==> config.mk <==
export PLATFORM = sky130hd
export DESIGN_NAME = pmv_ctrl
export DESIGN_NICKNAME = d
export VERILOG_FILES = /design/src/design/pmv_pkg.sv /design/src/design/pmv_ctrl.sv
export SDC_FILE = /design/constraint.sdc
export NUM_CORES = 1
export LEC_CHECK = 0
export ABC_AREA = 1
export BUFFER_PORTS_ARGS = -buffer_cell sky130_fd_sc_hd__buf_2
export CORE_AREA = 2 2 39 41
export CTS_BUF_LIST = sky130_fd_sc_hd__clkbuf_8
export DETAILED_ROUTE_END_ITERATION = 10
export DIE_AREA = 0 0 41 43
export GPL_TIMING_DRIVEN = 0
export HOLD_SLACK_MARGIN = 0.1
export PLACE_DENSITY_LB_ADDON = 0.08
export SETUP_SLACK_MARGIN = 0.05
export SYNTH_ARGS = -nofsm -noshare
export SYNTH_HDL_FRONTEND = slang
export SYNTH_SLANG_ARGS = --single-unit
==> constraint.sdc <==
create_clock -name clk -period 3.5 [get_ports clk]
set_input_delay 0.7 -clock clk [delete_from_list [all_inputs] [get_ports clk]]
set_output_delay 0.7 -clock clk [all_outputs]
set_load 0.03 [all_outputs]
==> src/design/pmv_pkg.sv <==
// ----------------------------------------------------------------------------
// pmv_pkg
// shared types and constants of the panoptic majority vote merge unit
// ----------------------------------------------------------------------------
package pmv_pkg;

    localparam int CNT_W   = 22;
    localparam int RANK_W  = 7;
    localparam int LABEL_W = 24;
    localparam int CLS_W   = 8;
    localparam int INST_W  = 6;
    localparam int CFG_W   = 64;
    localparam int DIV_W   = 17;

    localparam logic [CNT_W-1:0]   CNT_MAX   = 22'h3FFFFF;
    localparam logic [RANK_W-1:0]  RANK_MAX  = 7'd127;
    localparam logic [LABEL_W-1:0] LABEL_MAX = 24'hFFFFFF;

    localparam logic [1:0] CMD_START   = 2'd0;
    localparam logic [1:0] CMD_COLLECT = 2'd1;
    localparam logic [1:0] CMD_FINISH  = 2'd2;
    localparam logic [1:0] CMD_LABEL   = 2'd3;

    localparam logic [2:0] REG_MASK0   = 3'd0;
    localparam logic [2:0] REG_MASK1   = 3'd1;
    localparam logic [2:0] REG_MASK2   = 3'd2;
    localparam logic [2:0] REG_MASK3   = 3'd3;
    localparam logic [2:0] REG_DIVISOR = 3'd4;
    localparam logic [2:0] REG_LIMIT   = 3'd5;
    localparam logic [2:0] REG_VOID    = 3'd6;

    typedef struct packed {
        logic load;
        logic clr_step;
        logic tclr_step;
        logic scan_init;
        logic scan_issue;
        logic vote_wr;
        logic inst_step;
        logic set_voted;
        logic coll_wr;
        logic lbl_mul;
        logic lbl_out;
    } pmv_ctrl_t;

    typedef struct packed {
        logic clr_last;
        logic tally_last;
        logic scan_last;
        logic inst_last;
        logic out_blocked;
    } pmv_stat_t;

endpackage

==> src/design/pmv_ctrl.sv <==
// ----------------------------------------------------------------------------
// pmv_ctrl
// command sequencer: clear sweeps, collect, vote walk and label steps
// ----------------------------------------------------------------------------
module pmv_ctrl (
    input  logic              clk,
    input  logic              rst_n,
    input  logic              in_valid,
    input  logic [1:0]        cmd,
    output logic              in_stall,
    input  pmv_pkg::pmv_stat_t stat,
    output pmv_pkg::pmv_ctrl_t ctrl
);
    import pmv_pkg::*;

    typedef enum logic [3:0] {
        S_IDLE, S_CLR, S_COLL_RD, S_COLL_WR, S_TCLR, S_SCAN, S_DRAIN,
        S_TRD, S_VWR, S_LRD, S_LMUL, S_LOUT
    } state_t;

    state_t state_reg, state_next;

    always_ff @(posedge clk or negedge rst_n)
    begin
        if (!rst_n)
        begin
            state_reg <= S_CLR;
        end
        else
        begin
            state_reg <= state_next;
        end
    end

    assign in_stall = (state_reg != S_IDLE);

    always_comb
    begin
        ctrl       = '0;
        state_next = state_reg;
        case (state_reg)
            S_IDLE:
            begin
                if (in_valid)
                begin
                    ctrl.load = 1'b1;
                    case (cmd)
                        CMD_START:   state_next = S_CLR;
                        CMD_COLLECT: state_next = S_COLL_RD;
                        CMD_FINISH:  state_next = S_TCLR;
                        default:     state_next = S_LRD;
                    endcase
                end
            end
            S_CLR:
            begin
                ctrl.clr_step = 1'b1;
                if (stat.clr_last)
                begin
                    state_next = S_IDLE;
                end
            end
            S_COLL_RD: state_next = S_COLL_WR;
            S_COLL_WR:
            begin
                ctrl.coll_wr = 1'b1;
                state_next   = S_IDLE;
            end
            S_TCLR:
            begin
                ctrl.tclr_step = 1'b1;
                if (stat.tally_last)
                begin
                    ctrl.scan_init = 1'b1;
                    state_next     = S_SCAN;
                end
            end
            S_SCAN:
            begin
                ctrl.scan_issue = 1'b1;
                if (stat.scan_last)
                begin
                    state_next = S_DRAIN;
                end
            end
            S_DRAIN: state_next = S_TRD;
            S_TRD:   state_next = S_VWR;
            S_VWR:
            begin
                ctrl.vote_wr = 1'b1;
                if (stat.inst_last)
                begin
                    ctrl.set_voted = 1'b1;
                    state_next     = S_IDLE;
                end
                else
                begin
                    ctrl.inst_step = 1'b1;
                    state_next     = S_SCAN;
                end
            end
            S_LRD: state_next = S_LMUL;
            S_LMUL:
            begin
                ctrl.lbl_mul = 1'b1;
                state_next   = S_LOUT;
            end
            S_LOUT:
            begin
                if (!stat.out_blocked)
                begin
                    ctrl.lbl_out = 1'b1;
                    state_next   = S_IDLE;
                end
            end
            default: state_next = S_IDLE;
        endcase
    end

endmodule

==> results of run 1 <==
-- per-stage QoR --
| step | total power, mW | util |
|---|---|---|
| after CTS | 0.607 | 0.491 |
| after global routing | 0.658 | 0.491 |
| after floorplan | 0.409 | - |
| after global placement | 0.502 | 0.458 |
| after detailed placement | 0.503 | 0.458 |
| final | 0.600 | 0.491 |
-- synthesized netlist by cell type, drive strengths merged --
master / number
inv: 18
o21ai: 2
nor3: 3
ha: 3
o211ai: 1
nor2: 12
clkinv: 1
dfstp: 1
nand2: 19
dfrtp: 3
nand3: 17
o21bai: 2
-- power groups by stage --
stage	clock network (mW)	logic [mW]	registers, mW
2_1_floorplan	0	0.308	0.102
3_3_place_gp	0	0.394	0.108
3_5_place_dp	0	0.395	0.108
4_1_cts	0.103	0.397	0.107
5_1_grt	0.105	0.442	0.111
6_report	0.103	0.391	0.106
-- worst paths after layout --
path | startpoint | end | slack, ns | depth (start not counted)
max | state_reg[1] | ctrl[3] | 1.37 | 4
min | rst_n | state_reg[2] | 0.27 | 1
max reg2reg | state_reg[2] | state_reg[2] | 2.20 | 6
min reg2reg | state_reg[0] | state_reg[0] | 0.68 | 3
max in group asynchronous | rst_n | state_reg[0] | 3.02 | 1
min in group clk | state_reg[0] | state_reg[0] | 0.68 | 3
-- cells by family (layout without fill, tap and decap cells) --
family	count (synthesis)	after routing	share of synthesized area
AOI/OAI and AO/OA	5	5	0.0639
buffers and inverters	19	44	0.140
and+or+nand+nor	51	51	0.523
adders and majority gates	3	3	0.0737
DFF	4	4	0.199
-- final cells by class --
cell class,instances,share of cell area
clock buffers,3,0.0608
repair buffers,21,0.155
well taps,16,0.0295
clock inverters,1,0.00552
flip-flops and latches,4,0.149
inverters,19,0.105
multi-input cells,59,0.495
-- worst reg2reg max path: cells and delay by family, from the launching register on --
kind | cells | cell delay, ns
buf+inv | 1 | 0.05
flops | 1 | 0.43
simple gates | 5 | 0.69
-- routing by layer --
| layer | GRT usage | routed length [microns] |
|---|---|---|
| met1 | 0.193 | 551 |
| met2 | 0.231 | 538 |
| met5 | 0 | 0 |
| met3 | 0.0314 | 58 |
| met4 | 0.0600 | 17 |
==> results.py, run 1 <==
metrics = {
    "layout": {
        "layout_commonest_cell": "sky130_fd_sc_hd__buf_2",
        "fin_area_sq_um": 679,
        "commonest_cells_after_routing_fill_and_taps_aside": "21 x sky130_fd_sc_hd__buf_2, 17 x sky130_fd_sc_hd__nand2_1, 15 x sky130_fd_sc_hd__inv_1, 15 x sky130_fd_sc_hd__nand3_1, 6 x sky130_fd_sc_hd__nor2_1",
        "num_antenna_cells": 0,
        "finalNetCount": 121,
        "finish.cell_count_without_fillers": 123,
        "post_route_cells_drive_above_1_share": 0.364,
        "fillCellCount": 165,
        "area_growth_syn_to_layout_pct": 33.4,
        "area_of_the_multi_input_gates_sq_um": 337,
        "largest_reg_flops": 4,
        "layout.area.seq_sq_um": 101,
    },
    "clocking": {
        "worst_skew_pair.late_latency_ns": 0.22,
        "clk_root_buffer_cell": "sky130_fd_sc_hd__clkbuf_8",
        "number_of_buffers_inserted_by_hold_repair_at_cts": 0,
        "path_clk_slew_ns": 0.04,
        "tritoncts.num_buffers": 3,
        "total_clock_sinks": 4,
        "post-cts-setup-buffers": 0,
        "clock_tree_from_tritoncts": "done",
        "cts_resized": 0,
        "clock_tree.htree_level_count": 1,
        "maximum_buffer_depth_of_the_clock_tree": 2,
    },
    "run": {
        "max_cap_violations": 0,
    },
    "floorplan": {
        "floorplan.initialDensity": 0.368,
        "die_w_microns": 41,
        "die_height_microns": 43,
        "io_pins": 22,
        "fp.coreArea_sq_um": 1380,
        "rows": 14,
        "die_area_sq_um": 1760,
    },
    "placement": {
        "place_congestion": 0.810,
        "placed_area_sq_um": 634,
        "placed_cells_incl_taps": 119,
        "dpl.hpwl_microns": 977,
        "port_buffers": 21,
        "pre_cts_ws_ns": 1.55,
    },
    "setup_path": {
        "arrival_ns": 1.43,
        "setup.worst_path.start_class": "flip-flop",
        "crit_required_ns": 2.80,
        "critical_path.n_buffers_inverters": 2,
        "crit_chain": "nor2_4 > inv_1 > nor3_1 > buf_2",
        "path_class": "flip-flop to output pin",
        "cp-end-kind": "output pin",
        "crit_fanout": 8,
        "timing.critical_path.slowest_cell_delay_ns": 0.47,
        "family_with_the_most_delay_on_the_worst_path": "flip-flops",
        "cpMaxStageDelayCell": "sky130_fd_sc_hd__dfrtp_1",
    },
    "sta": {
        "rsz0062_at_grt": "false",
        "worstMarginPinSlew_ns": 0.320,
        "period_minus_slack_ns": 2.13,
        "final_hold_viol_count": 0,
        "finClkSkew_ns": 0.00730,
        "worst_slack_ns": 1.37,
        "max_clock_freq_mhz": 469,
        "final-max-slew-violation-count": 0,
        "hold_slack_ns": 0.272,
        "final-setup-viol-count": 0,
        "final.setup.tns_ns": 0,
        "slew_headroom": 0.787,
        "timing.final.crit_share": 0.609,
    },
    "logic_synthesis": {
        "netlist.top_cell.by_area": "sky130_fd_sc_hd__dfrtp_1",
        "syn_area_sq_um": 509,
        "synth_top_area_share": 0.147,
        "share_of_the_yosys_chip_area_belonging_to_registers": 0.199,
        "mapped_nets": 95,
        "yosys-top-cells-area": "sky130_fd_sc_hd__dfrtp_1 15%, sky130_fd_sc_hd__nand3_1 15%, sky130_fd_sc_hd__nand2_1 13%",
        "synthCells": 82,
        "avgSynthCellArea_sq_um": 6.21,
        "number_of_flip_flops_and_latches_in_the_synthesized_netlist": 4,
        "yosys_warnings": 0,
        "distinct_cell_type_count_of_the_synthesized_netlist": 17,
    },
    "status": {
        "outcome": "completed",
    },
    "drt": {
        "drt-wirelength-per-cell_microns": 9.48,
        "residual_drc_count": 0,
        "detail_route.first_pass.iterations": 4,
        "finalWirelength_microns": 1170,
        "via_per_inst": 4.46,
        "vias": 549,
        "first_iter_violations": 7,
        "antenna_left": 0,
    },
    "grt": {
        "grt_remaining_overflow": 0,
        "initial_antenna_violation_count": 0,
        "first_global_vias": 437,
        "global_route.usage.total": 0.149,
        "grt_max_degree": 9,
        "first_pass_grt_wire_length_microns": 1780,
    },
    "pwr": {
        "powerDensity_nw_per_um2": 883,
        "clock_power_share": 0.171,
        "swShare": 0.555,
        "power_frac_comb": 0.652,
        "power.sequential.fraction": 0.177,
        "p_sw_mw": 0.333,
        "p_int_mw": 0.267,
        "power.static_leakage_nw": 0.440,
        "highest_ir_drop_seen_on_vdd_v": 0.000337,
    },
    "hold_path": {
        "worst_hold_path_class": "input pin to asynchronous set/reset pin",
    },
}
No activity file was read; power rests on OpenSTA's default activity.
==> run 2: changes to the inputs <==
==> constraint.sdc (replaced) <==
create_clock -name clk -period 1.75 [get_ports clk]
set_input_delay 0.35 -clock clk [delete_from_list [all_inputs] [get_ports clk]]
set_output_delay 0.35 -clock clk [all_outputs]
set_load 0.03 [all_outputs]
==> results.py, run 2 (synthesis gave the netlist of run 1 again) <==
metrics = {
    "status": {
        "outcome": "completed",
    },
    "sta": {
        "rsz0062_at_grt": "true",
        "final-max-slew-violation-count": 0,
        "finClkSkew_ns": 0.00732,
        "max_clock_freq_mhz": 608,
        "final.setup.tns_ns": 0,
        "slew_headroom": 0.836,
        "final_hold_viol_count": 0,
        "timing.final.crit_share": 0.940,
        "final-setup-viol-count": 0,
        "period_minus_slack_ns": 1.65,
        "worstMarginPinSlew_ns": 0.246,
    },
    "setup_path": {
        "path_class": "flip-flop to output pin",
        "crit_fanout": 5,
        "cp-end-kind": "output pin",
        "reg2reg_setup_slack_ns": 0.47,
        "critical_path.startpoint": "state_reg[2]",
        "arrival_ns": 1.30,
        "rr_startpoint": "state_reg[0]",
        "setup.worst_path.start_class": "flip-flop",
        "crit_required_ns": 1.40,
    },
    "drt": {
        "via_per_inst": 4.70,
        "first_iter_violations": 13,
        "highest_layer": "met3",
        "residual_drc_count": 0,
        "met2RoutedLength_microns": 643,
        "drt-met1-wl_microns": 571,
        "detail_route.first_pass.iterations": 4,
        "drt-wirelength-per-cell_microns": 10.2,
        "antenna_left": 0,
        "vias": 602,
        "wl_met3_microns": 94,
        "finalWirelength_microns": 1310,
    },
    "placement": {
        "place_congestion": 0.867,
        "port_buffers": 21,
        "dpl.hpwl_microns": 1020,
    },
    "layout": {
        "commonest_cells_after_routing_fill_and_taps_aside": "18 x sky130_fd_sc_hd__buf_2, 17 x sky130_fd_sc_hd__nand2_1, 15 x sky130_fd_sc_hd__inv_1, 15 x sky130_fd_sc_hd__nand3_1, 6 x sky130_fd_sc_hd__nor2_4",
        "post_route_cells_drive_above_1_share": 0.429,
        "num_antenna_cells": 0,
        "area_growth_syn_to_layout_pct": 47.7,
        "finalNetCount": 126,
        "layout_commonest_cell": "sky130_fd_sc_hd__buf_2",
        "largest_reg_flops": 4,
    },
    "pwr": {
        "powerDensity_nw_per_um2": 1740,
        "swShare": 0.540,
        "p_int_mw": 0.602,
        "p_sw_mw": 0.707,
        "power.static_leakage_nw": 0.464,
        "power_frac_comb": 0.681,
        "highest_ir_drop_seen_on_vdd_v": 0.000795,
        "power.sequential.fraction": 0.168,
        "clock_power_share": 0.151,
        "p_total_mw": 1.31,
    },
    "clocking": {
        "tritoncts.num_buffers": 3,
        "clock_tree_from_tritoncts": "done",
        "worst_skew_pair.late_latency_ns": 0.22,
        "clk_root_buffer_cell": "sky130_fd_sc_hd__clkbuf_8",
        "maximum_buffer_depth_of_the_clock_tree": 2,
        "path_clk_slew_ns": 0.04,
        "clock_tree.htree_level_count": 1,
        "total_clock_sinks": 4,
    },
    "floorplan": {
        "rows": 14,
        "die_height_microns": 43,
        "floorplan.initialDensity": 0.368,
        "die_w_microns": 41,
        "io_pins": 22,
        "fp.coreArea_sq_um": 1380,
        "die_area_sq_um": 1760,
    },
    "grt": {
        "grt_max_degree": 9,
        "global_route.usage.total": 0.159,
        "first_pass_grt_wire_length_microns": 1930,
        "initial_antenna_violation_count": 0,
        "first_global_vias": 473,
        "grt_remaining_overflow": 0,
    },
    "hold_path": {
        "worstHoldStart": "stat[0]",
        "worst_hold_path_class": "input pin to flip-flop",
    },
    "run": {
        "max_cap_violations": 0,
    },
}
==> run 2: cell count changes in the layout (fill, tap and decap cells not counted), sizes merged <==
cell,previous run,this run
buf,21,23
clkbuf,3,5
dlygate4sd3,0,1
==> run 2: worst max-delay path, stage by stage, from the launching register on <==
cell                      delay (ns)
sky130_fd_sc_hd__dfrtp_1        0.45
sky130_fd_sc_hd__nor2_4         0.19
sky130_fd_sc_hd__inv_1          0.10
sky130_fd_sc_hd__nor3_1         0.15
sky130_fd_sc_hd__buf_4          0.19
==> run 2: stage by stage <==
step	setup WS, ns	area (sq um)	util	instances	hold slack (ns)
global route	0.0397	752	0.543	128	0.451
floorplan	0.0555	522	-	82	0.0544
global placement	0.198	647	0.467	119	0.154
finish	0.105	752	0.543	128	0.439
CTS	0.0487	722	0.522	126	0.442
detailed placement	0.186	647	0.467	119	0.158
==> run 2: path summary, 6_finish.rpt <==
check | end | depth (start not counted)
worst max-delay path | ctrl[0] | 4
worst min-delay path | state_reg[3] | 3
worst min register to register | state_reg[0] | 3
max in group asynchronous | state_reg[0] | 2
worst max register to register | state_reg[1] | 7
min in group asynchronous | state_reg[2] | 2
==> run 2: layout make-up <==
type                       count  area [sq um]
timing repair buffer          26           153
inverter                      19          71.3
sequential                     4           104
multi-input combinational     59           359
fill                         152           632
clock inverter                 1          3.75
tap                           16          20.0
clock buffer                   3          41.3
==> run 2: power groups by stage <==
stage               logic [mW]  clock network (mW)  registers (mW)
detailed placement       0.806                   0           0.214
CTS                      0.859               0.203           0.220
finish                   0.892               0.197           0.220
floorplan                0.629                   0           0.203
global placement         0.804                   0           0.213
global route             0.977               0.211           0.224
==> run 2: routing by layer <==
metal / track usage / vias up
met1: 0.207 / 263
met5: 0 / -
met2: 0.256 / 22
met3: 0.0628 / 0
met4: 0 / 0
li1: - / 317
==> run 2: timing repair <==
action	in CTS	in global routing
setup buffers	2	2
endpoints found under the hold margin	3	0
gates resized for setup	1	6
hold buffers	1	0
pin swaps	1	1
setup endpoints to repair	8	9
gates cloned	0	0
==> run 3: changes to the inputs <==
--- a/config.mk
+++ b/config.mk
@@ -6,11 +6,11 @@
 export NUM_CORES = 1
 export LEC_CHECK = 0
 export ABC_AREA = 1
-export BUFFER_PORTS_ARGS = -buffer_cell sky130_fd_sc_hd__buf_2
-export CORE_AREA = 2 2 39 41
+export BUFFER_PORTS_ARGS = -buffer_cell sky130_fd_sc_hd__clkbuf_2
+export CORE_AREA = 8 8 45 47
 export CTS_BUF_LIST = sky130_fd_sc_hd__clkbuf_8
 export DETAILED_ROUTE_END_ITERATION = 10
-export DIE_AREA = 0 0 41 43
+export DIE_AREA = 0 0 53 55
 export GPL_TIMING_DRIVEN = 0
 export HOLD_SLACK_MARGIN = 0.1
 export PLACE_DENSITY_LB_ADDON = 0.08
==> results.py, run 3 (synthesis gave the netlist of run 1 again) <==
metrics = {
    "drt": {
        "drt-wirelength-per-cell_microns": 11.2,
        "first_iter_violations": 10,
        "vias": 639,
        "residual_drc_count": 0,
        "finalWirelength_microns": 1480,
        "detail_route.first_pass.iterations": 6,
        "via_per_inst": 4.84,
        "antenna_left": 0,
    },
    "placement": {
        "placed_area_sq_um": 647,
        "placed_cells_incl_taps": 119,
        "port_buffers": 21,
        "dpl.hpwl_microns": 1120,
        "place_congestion": 0.883,
    },
    "clocking": {
        "total_clock_sinks": 4,
        "clock_tree.htree_level_count": 1,
        "maximum_buffer_depth_of_the_clock_tree": 2,
        "tritoncts.num_buffers": 3,
        "clock_tree_from_tritoncts": "done",
        "path_clk_slew_ns": 0.04,
        "worst_skew_pair.late_latency_ns": 0.22,
        "clk_root_buffer_cell": "sky130_fd_sc_hd__clkbuf_8",
    },
    "sta": {
        "rsz0062_at_grt": "true",
        "finClkSkew_ns": 0.00619,
        "max_clock_freq_mhz": 610,
        "final-setup-viol-count": 0,
        "final-max-slew-violation-count": 0,
        "final_hold_viol_count": 0,
        "final.setup.tns_ns": 0,
        "timing.final.crit_share": 0.937,
        "slew_headroom": 0.834,
        "period_minus_slack_ns": 1.64,
        "worstMarginPinSlew_ns": 0.250,
    },
    "pwr": {
        "power.static_leakage_nw": 0.479,
        "powerDensity_nw_per_um2": 1800,
        "p_total_mw": 1.41,
        "highest_ir_drop_seen_on_vdd_v": 0.000859,
    },
    "setup_path": {
        "crit_required_ns": 1.40,
        "arrival_ns": 1.29,
        "path_class": "flip-flop to output pin",
        "r2r_depth": 7,
        "crit_fanout": 5,
        "setup.worst_path.start_class": "flip-flop",
        "cp-end-kind": "output pin",
    },
    "floorplan": {
        "die_area_sq_um": 2920,
        "die_w_microns": 53,
        "floorplan.initialDensity": 0.368,
        "fp.coreArea_sq_um": 1380,
        "rows": 14,
        "io_pins": 22,
        "die_height_microns": 55,
    },
    "layout": {
        "finalNetCount": 130,
        "post_route_cells_drive_above_1_share": 0.448,
        "commonest_cells_after_routing_fill_and_taps_aside": "18 x sky130_fd_sc_hd__clkbuf_2, 17 x sky130_fd_sc_hd__nand2_1, 15 x sky130_fd_sc_hd__inv_1, 15 x sky130_fd_sc_hd__nand3_1, 10 x sky130_fd_sc_hd__buf_4",
        "fin_area_sq_um": 782,
        "fillCellCount": 145,
        "area_growth_syn_to_layout_pct": 53.6,
        "largest_reg_flops": 4,
        "layout.area.seq_sq_um": 104,
        "num_antenna_cells": 0,
        "area_of_the_multi_input_gates_sq_um": 359,
        "layout_commonest_cell": "sky130_fd_sc_hd__clkbuf_2",
        "finish.cell_count_without_fillers": 132,
    },
    "hold_path": {
        "worst_hold_path_class": "input pin to flip-flop",
        "holdPathStages": 3,
    },
    "status": {
        "outcome": "completed",
    },
    "grt": {
        "first_pass_grt_wire_length_microns": 2300,
        "grtUsageMet1": 0.116,
        "grt_remaining_overflow": 0,
        "first_global_vias": 585,
        "initial_antenna_violation_count": 0,
        "use_met2": 0.191,
        "grt_util_met3": 0.0401,
        "grt_max_degree": 9,
        "global_route.usage.total": 0.103,
        "busiest_layer": "met2",
    },
    "run": {
        "max_cap_violations": 0,
    },
}
==> run 3: cell count changes in the layout (fill, tap and decap cells not counted) <==
| cell | previous run | this run |
|---|---|---|
| sky130_fd_sc_hd__buf_2 | 18 | 0 |
| sky130_fd_sc_hd__buf_4 | 5 | 10 |
| sky130_fd_sc_hd__clkbuf_2 | 0 | 18 |
| sky130_fd_sc_hd__clkbuf_4 | 2 | 1 |
==> run 3: path summary, 6_finish.rpt <==
path	startpoint	endpoint	slack [ns]
worst max-delay path	state_reg[1]	ctrl[3]	0.11
worst min register to register	state_reg[0]	state_reg[0]	0.69
min in group asynchronous	rst_n	state_reg[2]	0.47
worst min-delay path	stat[0]	state_reg[3]	0.43
max in group asynchronous	rst_n	state_reg[0]	1.06
worst max register to register	state_reg[0]	state_reg[2]	0.35
==> run 3: area by class of cell <==
cell class                      instances  share of cell area
Clock inverter                          1             0.00480
Sequential cell                         4               0.133
Clock buffer                            3              0.0528
Inverter                               19              0.0912
Timing Repair Buffer                   30               0.234
Multi-Input combinational cell         59               0.459
Tap cell                               16              0.0256
==> run 3: power breakdown <==
part | internal, mW | switching [mW]
Sequential | 0.145 | 0.0676
Combinational | 0.376 | 0.622
Clock | 0.150 | 0.0509
==> run 3: worst max-delay path, cell delays in order (launching register included) <==
cell                      delay (ns)
sky130_fd_sc_hd__dfrtp_2        0.44
sky130_fd_sc_hd__nor2_4         0.17
sky130_fd_sc_hd__inv_1          0.11
sky130_fd_sc_hd__nor3_2         0.17
sky130_fd_sc_hd__buf_4          0.19
==> run 3: stage by stage <==
step	worst slack, ns	hold slack [ns]	util
2_1_floorplan	0.0555	0.0544	-
3_3_place_gp	0.179	0.156	0.467
3_5_place_dp	0.152	0.159	0.467
4_1_cts	0.00791	0.438	0.522
5_1_grt	0.0403	0.468	0.565
6_report	0.111	0.434	0.565
==> run 3: timing repair <==
| action | in CTS | in global routing |
|---|---|---|
| pin swaps | 1 | 3 |
| endpoints found under the setup margin | 8 | 11 |
| resized for setup | 1 | 10 |
| hold endpoints to repair | 3 | 0 |
| setup buffers | 2 | 6 |
| gates cloned | 0 | 0 |
| hold buffers | 1 | 0 |
==> run 3: metal layers <==
layer	part of all wire	vias up
li1	-	323
met1	0.41	282
met2	0.51	34
met3	0.079	0
met4	0	0
met5	0	-
